$ cat config.mk
export PLATFORM = sky130hd
export DESIGN_NAME = fixed_point_keypad_calculator_flat
export DESIGN_NICKNAME = d
export VERILOG_FILES = /design/src/sv/fpkc_pkg.sv /design/src/sv/fpkc_ifs.sv /design/src/sv/fpkc_mul.sv /design/src/sv/fpkc_div.sv /design/src/sv/fixed_point_keypad_calculator.sv /design/src/flat_wrapper.sv
export SDC_FILE = /design/constraint.sdc
export NUM_CORES = 1
export LEC_CHECK = 0
export BUFFER_PORTS_ARGS = -buffer_cell sky130_fd_sc_hd__buf_2
export CORE_MARGIN = 2
export CORE_UTILIZATION = 60
export CTS_CLUSTER_DIAMETER = 150
export CTS_CLUSTER_SIZE = 25
export DETAILED_ROUTE_END_ITERATION = 12
export GPL_ROUTABILITY_DRIVEN = 0
export PLACE_DENSITY = 0.77
export SLEW_MARGIN = 0
export SYNTH_ARGS = -nofsm -noshare
export SYNTH_HDL_FRONTEND = slang
export SYNTH_HIERARCHICAL = 1
export SYNTH_SLANG_ARGS = --single-unit
$ cat constraint.sdc
create_clock -name clk -period 9.5 [get_ports clk]
set_input_delay 1.425 -clock clk [delete_from_list [all_inputs] [get_ports clk]]
set_output_delay 1.425 -clock clk [all_outputs]
set_load 0.01 [all_outputs]
$ cat src/sv/fpkc_pkg.sv
// shared widths, codes, constants and handshake types of the keypad calculator
package fpkc_pkg;

	localparam int CMD_W   = 3;
	localparam int DIGIT_W = 4;
	localparam int OPC_W   = 2;
	localparam int FX_W    = 32;
	localparam int TYPED_W = 50;
	localparam int CNT_W   = 4;
	localparam int PEND_W  = 3;
	localparam int PROD_W  = 2 * FX_W;

	// key commands
	localparam logic [CMD_W-1:0] CMD_DIGIT    = 3'd0;
	localparam logic [CMD_W-1:0] CMD_OPERATOR = 3'd1;
	localparam logic [CMD_W-1:0] CMD_EQUALS   = 3'd2;
	localparam logic [CMD_W-1:0] CMD_BKSP     = 3'd3;
	localparam logic [CMD_W-1:0] CMD_CLEAR    = 3'd4;

	// pending operator codes
	localparam logic [PEND_W-1:0] PEND_NONE = 3'd0;
	localparam logic [PEND_W-1:0] PEND_ADD  = 3'd1;
	localparam logic [PEND_W-1:0] PEND_SUB  = 3'd2;
	localparam logic [PEND_W-1:0] PEND_MUL  = 3'd3;
	localparam logic [PEND_W-1:0] PEND_DIV  = 3'd4;

	localparam logic [CNT_W-1:0]   MAX_DIGITS = 4'd15;
	localparam logic [DIGIT_W-1:0] DIGIT_MAX  = 4'd9;
	localparam logic [FX_W-1:0]    FX_SCALE   = 32'd10000;
	localparam logic [FX_W-1:0]    DEC_BASE   = 32'd10;

	// serial arithmetic step counts
	localparam int MUL_STEPS = FX_W;
	localparam int MUL_CNT_W = $clog2(MUL_STEPS);
	localparam int DIV_STEPS = PROD_W;
	localparam int DIV_CNT_W = $clog2(DIV_STEPS);

	typedef struct packed {
		logic            go;
		logic [FX_W-1:0] a;
		logic [FX_W-1:0] b;
	} fpkc_mul_req_t;

	typedef struct packed {
		logic              done;
		logic [PROD_W-1:0] p;
	} fpkc_mul_rsp_t;

	typedef struct packed {
		logic              go;
		logic [PROD_W-1:0] n;
		logic [FX_W-1:0]   d;
	} fpkc_div_req_t;

	typedef struct packed {
		logic              done;
		logic [PROD_W-1:0] q;
	} fpkc_div_rsp_t;

endpackage

$ cat src/sv/fpkc_ifs.sv
// key and result channel interfaces
interface fpkc_key_if;
	logic                           valid;
	logic                           ready;
	logic [fpkc_pkg::CMD_W-1:0]     command;
	logic [fpkc_pkg::DIGIT_W-1:0]   digit;
	logic [fpkc_pkg::OPC_W-1:0]     operator_code;

	modport source (output valid, output command, output digit, output operator_code,
		input ready);
	modport sink (input valid, input command, input digit, input operator_code,
		output ready);
endinterface

interface fpkc_res_if;
	logic                               valid;
	logic                               ready;
	logic signed [fpkc_pkg::FX_W-1:0]   display_fixed;
	logic [fpkc_pkg::TYPED_W-1:0]       typed_value;
	logic                               typing;
	logic [fpkc_pkg::CNT_W-1:0]         digit_count;
	logic                               error_shown;
	logic [fpkc_pkg::PEND_W-1:0]        pending_operator;

	modport source (output valid, output display_fixed, output typed_value, output typing,
		output digit_count, output error_shown, output pending_operator, input ready);
	modport sink (input valid, input display_fixed, input typed_value, input typing,
		input digit_count, input error_shown, input pending_operator, output ready);
endinterface

$ cat src/sv/fpkc_mul.sv
// bit-serial unsigned 32x32 shift-add multiplier
module fpkc_mul (
	input  logic                    clk,
	input  logic                    arst_n,
	input  fpkc_pkg::fpkc_mul_req_t req,
	output fpkc_pkg::fpkc_mul_rsp_t rsp
);
	import fpkc_pkg::*;

	logic                 busy_q;
	logic                 done_q;
	logic [MUL_CNT_W-1:0] cnt_q;
	logic [FX_W-1:0]      a_q;
	logic [PROD_W-1:0]    p_q;
	logic [FX_W:0]        sum;

	// add multiplicand into the upper half when the current multiplier bit is set
	assign sum = {1'b0, p_q[PROD_W-1:FX_W]} + (p_q[0] ? {1'b0, a_q} : '0);

	always_ff @(posedge clk or negedge arst_n) begin
		if (!arst_n) begin
			busy_q <= 1'b0;
			done_q <= 1'b0;
			cnt_q  <= '0;
		end else begin
			done_q <= 1'b0;
			if (req.go) begin
				busy_q <= 1'b1;
				cnt_q  <= '0;
			end else if (busy_q) begin
				cnt_q <= cnt_q + 1'b1;
				if (cnt_q == MUL_CNT_W'(MUL_STEPS - 1)) begin
					busy_q <= 1'b0;
					done_q <= 1'b1;
				end
			end
		end
	end

	always_ff @(posedge clk) begin
		if (req.go) begin
			a_q <= req.a;
			p_q <= {{FX_W{1'b0}}, req.b};
		end else if (busy_q) begin
			p_q <= {sum, p_q[FX_W-1:1]};
		end
	end

	assign rsp.done = done_q;
	assign rsp.p    = p_q;
endmodule

$ cat src/sv/fpkc_div.sv
// bit-serial restoring divider, 64-bit dividend by 32-bit divisor
module fpkc_div (
	input  logic                    clk,
	input  logic                    arst_n,
	input  fpkc_pkg::fpkc_div_req_t req,
	output fpkc_pkg::fpkc_div_rsp_t rsp
);
	import fpkc_pkg::*;

	logic                 busy_q;
	logic                 done_q;
	logic [DIV_CNT_W-1:0] cnt_q;
	logic [PROD_W-1:0]    n_q;
	logic [FX_W-1:0]      d_q;
	logic [FX_W-1:0]      r_q;
	logic [FX_W:0]        shifted;
	logic [FX_W:0]        diff;
	logic                 ge;

	// one quotient bit per cycle
	assign shifted = {r_q, n_q[PROD_W-1]};
	assign ge      = shifted >= {1'b0, d_q};
	assign diff    = shifted - {1'b0, d_q};

	always_ff @(posedge clk or negedge arst_n) begin
		if (!arst_n) begin
			busy_q <= 1'b0;
			done_q <= 1'b0;
			cnt_q  <= '0;
		end else begin
			done_q <= 1'b0;
			if (req.go) begin
				busy_q <= 1'b1;
				cnt_q  <= '0;
			end else if (busy_q) begin
				cnt_q <= cnt_q + 1'b1;
				if (cnt_q == DIV_CNT_W'(DIV_STEPS - 1)) begin
					busy_q <= 1'b0;
					done_q <= 1'b1;
				end
			end
		end
	end

	always_ff @(posedge clk) begin
		if (req.go) begin
			n_q <= req.n;
			d_q <= req.d;
			r_q <= '0;
		end else if (busy_q) begin
			n_q <= {n_q[PROD_W-2:0], ge};
			r_q <= ge ? diff[FX_W-1:0] : shifted[FX_W-1:0];
		end
	end

	assign rsp.done = done_q;
	assign rsp.q    = n_q;
endmodule

$ cat src/sv/fixed_point_keypad_calculator.sv
// keypad calculator top level: key sequencer, state registers and result register
//
//  channel | dir | payload                                                    | handshake
//  key     | in  | command, digit, operator_code                              | valid/ready
//  res     | out | display_fixed, typed_value, typing, digit_count,           | valid/ready
//          |     | error_shown, pending_operator                              |
//
// one key is in work at a time; key.ready is high only while the sequencer is idle
// operator, add, subtract, divide by zero, clear and ignored keys go straight to the finishing step
// digit: the display is formed by the 32-step serial multiply
// multiply, divide: 32 multiply then 64 divide steps; backspace: divide then multiply, last digit divide only
// arst_n clears all calculator state to zero, no operator pending, no number open
// a held result stalls only the finishing step; the next key is taken once it leaves
module fixed_point_keypad_calculator (
	input  logic        clk,
	input  logic        arst_n,
	fpkc_key_if.sink    key,
	fpkc_res_if.source  res
);
	import fpkc_pkg::*;

	// sequencer states
	localparam logic [1:0] ST_IDLE = 2'd0;
	localparam logic [1:0] ST_MUL  = 2'd1;
	localparam logic [1:0] ST_DIV  = 2'd2;
	localparam logic [1:0] ST_OUT  = 2'd3;

	// what the serial units are working on
	localparam logic [1:0] JOB_DISP = 2'd0;
	localparam logic [1:0] JOB_MULT = 2'd1;
	localparam logic [1:0] JOB_DIVI = 2'd2;
	localparam logic [1:0] JOB_BKSP = 2'd3;

	logic [1:0]         st_q;
	logic [1:0]         job_q;
	logic               neg_q;
	logic [FX_W-1:0]    absb_q;

	// calculator state
	logic [TYPED_W-1:0] typed_q;
	logic [CNT_W-1:0]   digits_q;
	logic               entry_q;
	logic [FX_W-1:0]    shown_q;
	logic               err_q;
	logic [FX_W-1:0]    first_q;
	logic [PEND_W-1:0]  pend_q;
	// equal to the displayed value of the current state once the work of a key is done
	logic [FX_W-1:0]    disp_q;

	// result register
	logic               res_valid_q;
	logic [FX_W-1:0]    res_disp_q;
	logic [TYPED_W-1:0] res_typed_q;
	logic               res_typing_q;
	logic [CNT_W-1:0]   res_count_q;
	logic               res_err_q;
	logic [PEND_W-1:0]  res_pend_q;

	fpkc_mul_req_t      mul_req;
	fpkc_mul_rsp_t      mul_rsp;
	fpkc_div_req_t      div_req;
	fpkc_div_rsp_t      div_rsp;

	logic               key_fire;
	logic               out_free;
	logic [TYPED_W-1:0] typed_app;
	logic [FX_W-1:0]    abs_a;
	logic [FX_W-1:0]    abs_b;
	logic [FX_W-1:0]    sum_ab;
	logic [FX_W-1:0]    dif_ab;
	logic [FX_W-1:0]    q_signed;
	logic               digit_ok;

	assign key.ready = (st_q == ST_IDLE);
	assign key_fire  = key.valid && key.ready;
	assign out_free  = !res_valid_q || res.ready;

	// typed*10 + digit
	assign typed_app = {typed_q[TYPED_W-4:0], 3'b000} + {typed_q[TYPED_W-2:0], 1'b0}
		+ TYPED_W'(key.digit);
	assign digit_ok  = key.digit <= DIGIT_MAX;

	// magnitudes of the two operands for the signed multiply and divide
	assign abs_a    = first_q[FX_W-1] ? (FX_W'(0) - first_q) : first_q;
	assign abs_b    = disp_q[FX_W-1] ? (FX_W'(0) - disp_q) : disp_q;
	assign sum_ab   = first_q + disp_q;
	assign dif_ab   = first_q - disp_q;
	// quotient truncated toward zero, sign put back, low word kept
	assign q_signed = neg_q ? (FX_W'(0) - div_rsp.q[FX_W-1:0]) : div_rsp.q[FX_W-1:0];

	// start requests for the serial units
	always_comb begin
		mul_req = '0;
		div_req = '0;
		priority if (st_q == ST_IDLE && key_fire) begin
			unique case (key.command)
				CMD_DIGIT: begin
					if (digit_ok && !entry_q) begin
						mul_req.go = 1'b1;
						mul_req.a  = FX_W'(key.digit);
						mul_req.b  = FX_SCALE;
					end else if (digit_ok && digits_q < MAX_DIGITS) begin
						mul_req.go = 1'b1;
						mul_req.a  = typed_app[FX_W-1:0];
						mul_req.b  = FX_SCALE;
					end
				end
				CMD_EQUALS: begin
					if (pend_q == PEND_MUL) begin
						mul_req.go = 1'b1;
						mul_req.a  = abs_a;
						mul_req.b  = abs_b;
					end else if (pend_q == PEND_DIV && disp_q != '0) begin
						mul_req.go = 1'b1;
						mul_req.a  = abs_a;
						mul_req.b  = FX_SCALE;
					end
				end
				CMD_BKSP: begin
					if (entry_q) begin
						div_req.go = 1'b1;
						div_req.n  = PROD_W'(typed_q);
						div_req.d  = DEC_BASE;
					end
				end
				default: ;
			endcase
		end else if (st_q == ST_MUL && mul_rsp.done && job_q != JOB_DISP) begin
			div_req.go = 1'b1;
			div_req.n  = mul_rsp.p;
			div_req.d  = (job_q == JOB_MULT) ? FX_SCALE : absb_q;
		end else if (st_q == ST_DIV && div_rsp.done && job_q == JOB_BKSP
			&& digits_q != CNT_W'(1)) begin
			mul_req.go = 1'b1;
			mul_req.a  = div_rsp.q[FX_W-1:0];
			mul_req.b  = FX_SCALE;
		end else begin
			mul_req = '0;
		end
	end

	fpkc_mul u_mul (
		.clk    (clk),
		.arst_n (arst_n),
		.req    (mul_req),
		.rsp    (mul_rsp)
	);

	fpkc_div u_div (
		.clk    (clk),
		.arst_n (arst_n),
		.req    (div_req),
		.rsp    (div_rsp)
	);

	// key sequencer and calculator state
	always_ff @(posedge clk or negedge arst_n) begin
		if (!arst_n) begin
			st_q     <= ST_IDLE;
			job_q    <= JOB_DISP;
			neg_q    <= 1'b0;
			absb_q   <= '0;
			typed_q  <= '0;
			digits_q <= '0;
			entry_q  <= 1'b0;
			shown_q  <= '0;
			err_q    <= 1'b0;
			first_q  <= '0;
			pend_q   <= PEND_NONE;
			disp_q   <= '0;
		end else begin
			unique case (st_q)
				ST_IDLE: begin
					if (key_fire) begin
						st_q <= ST_OUT;
						unique case (key.command)
							CMD_DIGIT: begin
								if (digit_ok && !entry_q) begin
									// a new number starts
									typed_q  <= TYPED_W'(key.digit);
									digits_q <= CNT_W'(1);
									entry_q  <= 1'b1;
									err_q    <= 1'b0;
									job_q    <= JOB_DISP;
									st_q     <= ST_MUL;
								end else if (digit_ok && digits_q < MAX_DIGITS) begin
									typed_q  <= typed_app;
									digits_q <= digits_q + 1'b1;
									job_q    <= JOB_DISP;
									st_q     <= ST_MUL;
								end
							end
							CMD_OPERATOR: begin
								first_q <= disp_q;
								shown_q <= disp_q;
								pend_q  <= PEND_W'(key.operator_code) + PEND_W'(1);
								entry_q <= 1'b0;
							end
							CMD_EQUALS: begin
								if (pend_q != PEND_NONE) begin
									entry_q <= 1'b0;
									pend_q  <= PEND_NONE;
									err_q   <= 1'b0;
									neg_q   <= first_q[FX_W-1] ^ disp_q[FX_W-1];
									absb_q  <= abs_b;
									unique case (pend_q)
										PEND_ADD: begin
											shown_q <= sum_ab;
											disp_q  <= sum_ab;
										end
										PEND_SUB: begin
											shown_q <= dif_ab;
											disp_q  <= dif_ab;
										end
										PEND_MUL: begin
											job_q <= JOB_MULT;
											st_q  <= ST_MUL;
										end
										default: begin
											if (disp_q == '0) begin
												// division by zero
												shown_q <= '0;
												disp_q  <= '0;
												err_q   <= 1'b1;
											end else begin
												job_q <= JOB_DIVI;
												st_q  <= ST_MUL;
											end
										end
									endcase
								end
							end
							CMD_BKSP: begin
								if (entry_q) begin
									job_q <= JOB_BKSP;
									st_q  <= ST_DIV;
								end
							end
							CMD_CLEAR: begin
								typed_q  <= '0;
								digits_q <= '0;
								entry_q  <= 1'b0;
								shown_q  <= '0;
								err_q    <= 1'b0;
								first_q  <= '0;
								pend_q   <= PEND_NONE;
								disp_q   <= '0;
							end
							default: ;
						endcase
					end
				end
				ST_MUL: begin
					if (mul_rsp.done) begin
						if (job_q == JOB_DISP) begin
							disp_q <= err_q ? '0 : mul_rsp.p[FX_W-1:0];
							st_q   <= ST_OUT;
						end else begin
							st_q <= ST_DIV;
						end
					end
				end
				ST_DIV: begin
					if (div_rsp.done) begin
						if (job_q == JOB_BKSP) begin
							if (digits_q == CNT_W'(1)) begin
								// last digit gone, display returns to zero
								typed_q  <= '0;
								digits_q <= '0;
								shown_q  <= '0;
								entry_q  <= 1'b0;
								disp_q   <= '0;
								st_q     <= ST_OUT;
							end else begin
								typed_q  <= div_rsp.q[TYPED_W-1:0];
								digits_q <= digits_q - 1'b1;
								job_q    <= JOB_DISP;
								st_q     <= ST_MUL;
							end
						end else begin
							shown_q <= q_signed;
							disp_q  <= q_signed;
							st_q    <= ST_OUT;
						end
					end
				end
				ST_OUT: begin
					if (out_free) begin
						st_q <= ST_IDLE;
					end
				end
				default: st_q <= ST_IDLE;
			endcase
		end
	end

	// result beat
	always_ff @(posedge clk or negedge arst_n) begin
		if (!arst_n) begin
			res_valid_q <= 1'b0;
		end else if (st_q == ST_OUT && out_free) begin
			res_valid_q <= 1'b1;
		end else if (res.ready) begin
			res_valid_q <= 1'b0;
		end
	end

	always_ff @(posedge clk) begin
		if (st_q == ST_OUT && out_free) begin
			res_disp_q   <= disp_q;
			res_typed_q  <= entry_q ? typed_q : '0;
			res_typing_q <= entry_q;
			res_count_q  <= entry_q ? digits_q : '0;
			res_err_q    <= err_q;
			res_pend_q   <= pend_q;
		end
	end

	assign res.valid            = res_valid_q;
	assign res.display_fixed    = res_disp_q;
	assign res.typed_value      = res_typed_q;
	assign res.typing           = res_typing_q;
	assign res.digit_count      = res_count_q;
	assign res.error_shown      = res_err_q;
	assign res.pending_operator = res_pend_q;

	// an open number never carries the error mark
	a_entry_no_err: assert property (@(posedge clk) disable iff (!arst_n)
		entry_q |-> !err_q)
		else $error("open number with error mark set");

	// an open number holds between one and the maximum count of digits
	a_entry_digits: assert property (@(posedge clk) disable iff (!arst_n)
		entry_q |-> (digits_q != '0 && digits_q <= MAX_DIGITS))
		else $error("digit count out of range while typing");

	// serial unit completions only arrive where the sequencer waits for them
	a_mul_done_state: assert property (@(posedge clk) disable iff (!arst_n)
		mul_rsp.done |-> st_q == ST_MUL)
		else $error("multiply finished outside its wait state");

	a_div_done_state: assert property (@(posedge clk) disable iff (!arst_n)
		div_rsp.done |-> st_q == ST_DIV)
		else $error("divide finished outside its wait state");

	// an accepted key always leads to a result before the next key
	a_key_to_work: assert property (@(posedge clk) disable iff (!arst_n)
		key_fire |=> st_q != ST_IDLE)
		else $error("accepted key skipped the result step");
endmodule
$ cat src/flat_wrapper.sv
// flat-port wrapper written by rule: the top's interface ports become plain ports
module fixed_point_keypad_calculator_flat import fpkc_pkg::*;
  (clk, arst_n, key_valid, key_command, key_digit, key_operator_code, key_ready, res_valid, res_display_fixed, res_typed_value, res_typing, res_digit_count, res_error_shown, res_pending_operator, res_ready);
  fpkc_key_if key_i ();
  fpkc_res_if res_i ();
  input  logic clk;
  input  logic arst_n;
  input wire logic [$bits(key_i.valid)-1:0] key_valid;
  input wire logic [$bits(key_i.command)-1:0] key_command;
  input wire logic [$bits(key_i.digit)-1:0] key_digit;
  input wire logic [$bits(key_i.operator_code)-1:0] key_operator_code;
  output wire logic [$bits(key_i.ready)-1:0] key_ready;
  output wire logic [$bits(res_i.valid)-1:0] res_valid;
  output wire logic [$bits(res_i.display_fixed)-1:0] res_display_fixed;
  output wire logic [$bits(res_i.typed_value)-1:0] res_typed_value;
  output wire logic [$bits(res_i.typing)-1:0] res_typing;
  output wire logic [$bits(res_i.digit_count)-1:0] res_digit_count;
  output wire logic [$bits(res_i.error_shown)-1:0] res_error_shown;
  output wire logic [$bits(res_i.pending_operator)-1:0] res_pending_operator;
  input wire logic [$bits(res_i.ready)-1:0] res_ready;
  assign key_i.valid = key_valid;
  assign key_i.command = key_command;
  assign key_i.digit = key_digit;
  assign key_i.operator_code = key_operator_code;
  assign key_ready = key_i.ready;
  assign res_valid = res_i.valid;
  assign res_display_fixed = res_i.display_fixed;
  assign res_typed_value = res_i.typed_value;
  assign res_typing = res_i.typing;
  assign res_digit_count = res_i.digit_count;
  assign res_error_shown = res_i.error_shown;
  assign res_pending_operator = res_i.pending_operator;
  assign res_i.ready = res_ready;
  fixed_point_keypad_calculator u_core (.clk(clk), .arst_n(arst_n), .key(key_i), .res(res_i));
endmodule
==> impl_metrics.py <==
metrics = {
    "outcome": {
        "status": "completed",
    },
    "route": {
        "routed_wl_um": 95700,
        "first_iter_violations": 3655,
        "vias_per_cell": 6.72,
        "vias": 28100,
        "dr.pass1.iters": 7,
        "wl_per_cell_um": 22.9,
        "post-route-drc-count": 0,
        "antenna_left": 0,
    },
    "placement": {
        "dp_hpwl_um": 70000,
        "numPortBuffers": 105,
        "place_ws_ns": 3.97,
    },
    "power_and_ir_drop": {
        "vdd_drop_max_mv": 0.242,
        "p_leak_nw": 14.6,
        "p_clk_share_pct": 9.8,
        "p_int_w": 0.00603,
        "power_switching_share_pct": 49.1,
        "switchingPower_w": 0.00581,
        "seqPwrFrac_pct": 33.5,
        "power_density_mw_per_mm2": 345,
        "power_frac_comb_pct": 56.6,
    },
    "grt": {
        "overflow": 0,
        "track_usage_pct": 33.1,
        "grt_pass1_wl_um": 148000,
        "grt_max_degree": 86,
        "antenna_found_initial": 8,
        "grt_pass1_vias": 26400,
    },
    "synthesis": {
        "async_flop_share_pct": 35.8,
        "ys.flop_type": "edfxtp_1",
        "synthCells": 3516,
        "mappedNetlistArea_mm2": 0.0329,
        "synth_edf_count": 251,
        "synth_seq_cells": 491,
        "synthesis.nets": 3738,
        "ys_seq_area_share_pct": 40.2,
        "ys_types": 109,
        "yosys_warnings": 6,
        "post_synth.cell_area_avg_um2": 9.35,
    },
    "setup_path": {
        "crit_start": "u_core/disp_q[0]$_DFFE_PN0P_",
        "reg2regPathDepth": 14,
        "crit_arrival_ns": 6.09,
        "timing.rr.start": "u_core/disp_q[0]$_DFFE_PN0P_",
        "crit_slowest_cell": "nor2_1",
        "cp-start-kind": "flop",
        "cp_cell_sequence": "inv_1 -> ha_1 -> or3b_2 -> nand4b_2 -> nor3_2 -> nand4_1 -> nand2_1 -> o22a_1 -> a21oi_1 -> nor2_1 -> inv_2 -> nor2_1 -> inv_1 -> buf_4",
        "crit_fanout": 32,
        "max_stage_delay_ns": 1.08,
        "end_kind": "flop",
        "critical_path_required_ns": 9.78,
        "worstSetupPathType": "flop to flop",
    },
    "timing": {
        "layout_min_cycle_time_ns": 5.82,
        "setup_slack_ns": 3.68,
        "slew_violations": 0,
        "rsz0062_at_grt": "no",
        "fin_setup_tns_ns": 0,
        "hold_viol": 0,
        "worstMarginPinSlew_ns": 1.32,
        "slew_headroom_pct": 11.6,
        "max_freq_mhz": 172,
        "fin_crit_sh_pct": 61.2,
        "fin_skew_ns": 0.0368,
        "setup_viol_count_final": 0,
    },
    "run": {
        "maxCapViolCount": 0,
    },
    "worst_hold_path": {
        "hp-start": "u_core/u_mul/p_q[57]$_SDFFE_PP0P_",
        "min_path_cells": 2,
        "hold_path.class": "flop to flop",
    },
    "clock_tree": {
        "clk_path_buf_depth": 3,
        "clk_latency_ns": 0.60,
        "cts_root_buf": "clkbuf_16",
        "cts_tree": "done",
        "cts_setup_buffers": 0,
        "cts_sinks": 491,
        "hold_buffers": 0,
        "htreeDepth": 1,
        "cts_inserted_buffers": 23,
        "cts_resized": 0,
        "path_clk_slew_ns": 0.11,
    },
    "floorplanning": {
        "die_area_mm2": 0.0567,
        "start_util_pct": 60.8,
        "row_count": 85,
        "die_w_um": 238,
        "dieHeight_um": 238,
        "boundaryPins": 106,
        "core-area_mm2": 0.0540,
    },
    "final_layout": {
        "drive_gt1_share_pct": 9.79,
        "multi_input_comb_area_mm2": 0.0184,
        "area_growth_pct": 4.53,
        "n_fill_cell": 4458,
        "nets": 3690,
        "seq_area_mm2": 0.0132,
    },
}
==> critical path, delay by kind of cell (launching register included) <==
family,cells,cell delay (ns)
AO/OA/AOI/OAI,2,0.63
adder cells (fa/ha/maj),1,0.20
buffers and inverters,4,0.91
flip-flops,1,0.46
AND/OR/NAND/NOR,7,3.26
==> cell usage in the layout (no fill, tap or decap), drive strengths merged, types with 32 or more instances in the layout <==
| master | netlist | routed |
|---|---|---|
| inv | 103 | 104 |
| a21oi | 252 | 252 |
| buf | 23 | 136 |
| dfxtp | 64 | 64 |
| a22o | 68 | 68 |
| a22oi | 34 | 34 |
| clkbuf | 186 | 40 |
| nand2 | 389 | 389 |
| nor3 | 47 | 47 |
| dfrtp | 176 | 176 |
| nand4 | 37 | 37 |
| nor2 | 264 | 264 |
| xor2 | 136 | 136 |
| o21ai | 220 | 220 |
| and2 | 141 | 141 |
| xnor2 | 98 | 98 |
| or3 | 32 | 32 |
| edfxtp | 251 | 251 |
| a211oi | 35 | 35 |
| ha | 204 | 204 |
| a21o | 68 | 68 |
| o22ai | 33 | 33 |
| o31ai | 46 | 46 |
| mux2 | 102 | 102 |
| nand3 | 83 | 83 |
==> layer usage <==
layer / GRT usage, % / routed length (µm) / share of wire (%) / vias up
met2: 51.5 / 42900 / 45 / 1563
met4: 17.2 / 5460 / 5.7 / 4
met1: 45.5 / 38200 / 40 / 13500
li1: - / - / - / 12700
met3: 4.62 / 9130 / 9.5 / 337
met5: 0 / 24 / 0.025 / -
==> Yosys cell counts, types with 43 or more instances <==
library cell / instances / share of area (%)
xor2_1: 135 / 3.6
nor2_1: 263 / 3.0
nor3_1: 43 / 0.65
o21ai_0: 210 / 3.2
inv_1: 103 / 1.2
nand3_1: 83 / 1.3
and2_1: 141 / 2.7
a21o_1: 68 / 1.6
a22o_1: 68 / 1.8
clkbuf_1: 186 / 2.1
mux2_2: 101 / 3.5
dfrtp_1: 176 / 13
dfxtp_1: 64 / 3.9
edfxtp_1: 251 / 23
ha_1: 204 / 7.8
xnor2_1: 98 / 2.6
a21oi_1: 249 / 3.8
o31ai_1: 44 / 1.0
nand2_1: 387 / 4.4
==> cell type report <==
type	instances	area share, %
clock inverter	1	0.0328
clock buffer	40	1.86
antenna	3	0.0219
sequential	491	38.5
tap	696	2.54
inverter	104	1.14
timing repair buffer	136	2.23
multi-input combinational	2712	53.7
==> logic make-up (layout without fill, tap and decap cells) <==
| family | after synthesis | in the layout | share of synthesized area [%] |
|---|---|---|---|
| AO/OA/AOI/OAI | 991 | 991 | 20.3 |
| XOR/XNOR | 234 | 234 | 6.26 |
| adder cells (fa/ha/maj) | 209 | 209 | 8.07 |
| buffers and inverters | 313 | 281 | 3.79 |
| flip-flops | 491 | 491 | 40.2 |
| multiplexers | 131 | 131 | 4.39 |
| other | 0 | 3 | 0 |
| AND/OR/NAND/NOR | 1147 | 1147 | 17.0 |
==> power by group through the flow <==
stage,Clock [W],Combinational (W),Sequential (W)
floorplan,0,0.00495,0.00361
global placement,0,0.00628,0.00394
detailed placement,0,0.00650,0.00397
CTS,0.00119,0.00655,0.00393
global route,0.00125,0.00729,0.00404
finish,0.00116,0.00671,0.00397
==> metrics by stage <==
step | cell area [µm²] | hold slack, ns | util (%) | power [W] | instances
2_1_floorplan | 32900 | 0.420 | - | 0.00856 | 3516
3_3_place_gp | 33700 | 0.462 | 62.4 | 0.0102 | 4139
3_5_place_dp | 33700 | 0.472 | 62.4 | 0.0105 | 4139
4_1_cts | 34300 | 0.486 | 63.6 | 0.0117 | 4180
5_1_grt | 34300 | 0.513 | 63.6 | 0.0126 | 4182
6_report | 34300 | 0.481 | 63.6 | 0.0118 | 4183
==> sequential cells by signal, indices dropped and copies added (netlist names), 2 cells and up <==
signal                       flops
u_core/typed_q                  50
u_core/res.pending_operator      3
u_core/res.display_fixed        32
u_core/u_div/d_q                32
u_core/res.digit_count           4
u_core/u_div/n_q                64
u_core/u_mul/p_q                64
u_core/pend_q                    3
u_core/res.typed_value          50
u_core/u_div/cnt_q               6
u_core/disp_q                   32
u_core/u_div/r_q                32
u_core/u_mul/a_q                32
u_core/u_mul/cnt_q               5
u_core/st_q                      2
u_core/first_q                  32
u_core/absb_q                   32
u_core/job_q                     2
u_core/digits_q                  4
==> path summary, 6_finish.rpt <==
check	endpoint	slack (ns)
worst max-delay path	u_core/u_mul/p_q[13]$_DFFE_PP_	3.68
worst min-delay path	u_core/u_mul/p_q[57]$_SDFFE_PP0P_	0.48
worst max register to register	u_core/u_mul/p_q[13]$_DFFE_PP_	3.68
worst min register to register	u_core/u_mul/p_q[57]$_SDFFE_PP0P_	0.48
max in group asynchronous	u_core/u_mul/done_q$_DFF_PN0_	7.43
min in group asynchronous	u_core/typed_q[1]$_DFFE_PN0P_	0.76
No activity file was read; power rests on OpenSTA's default activity.
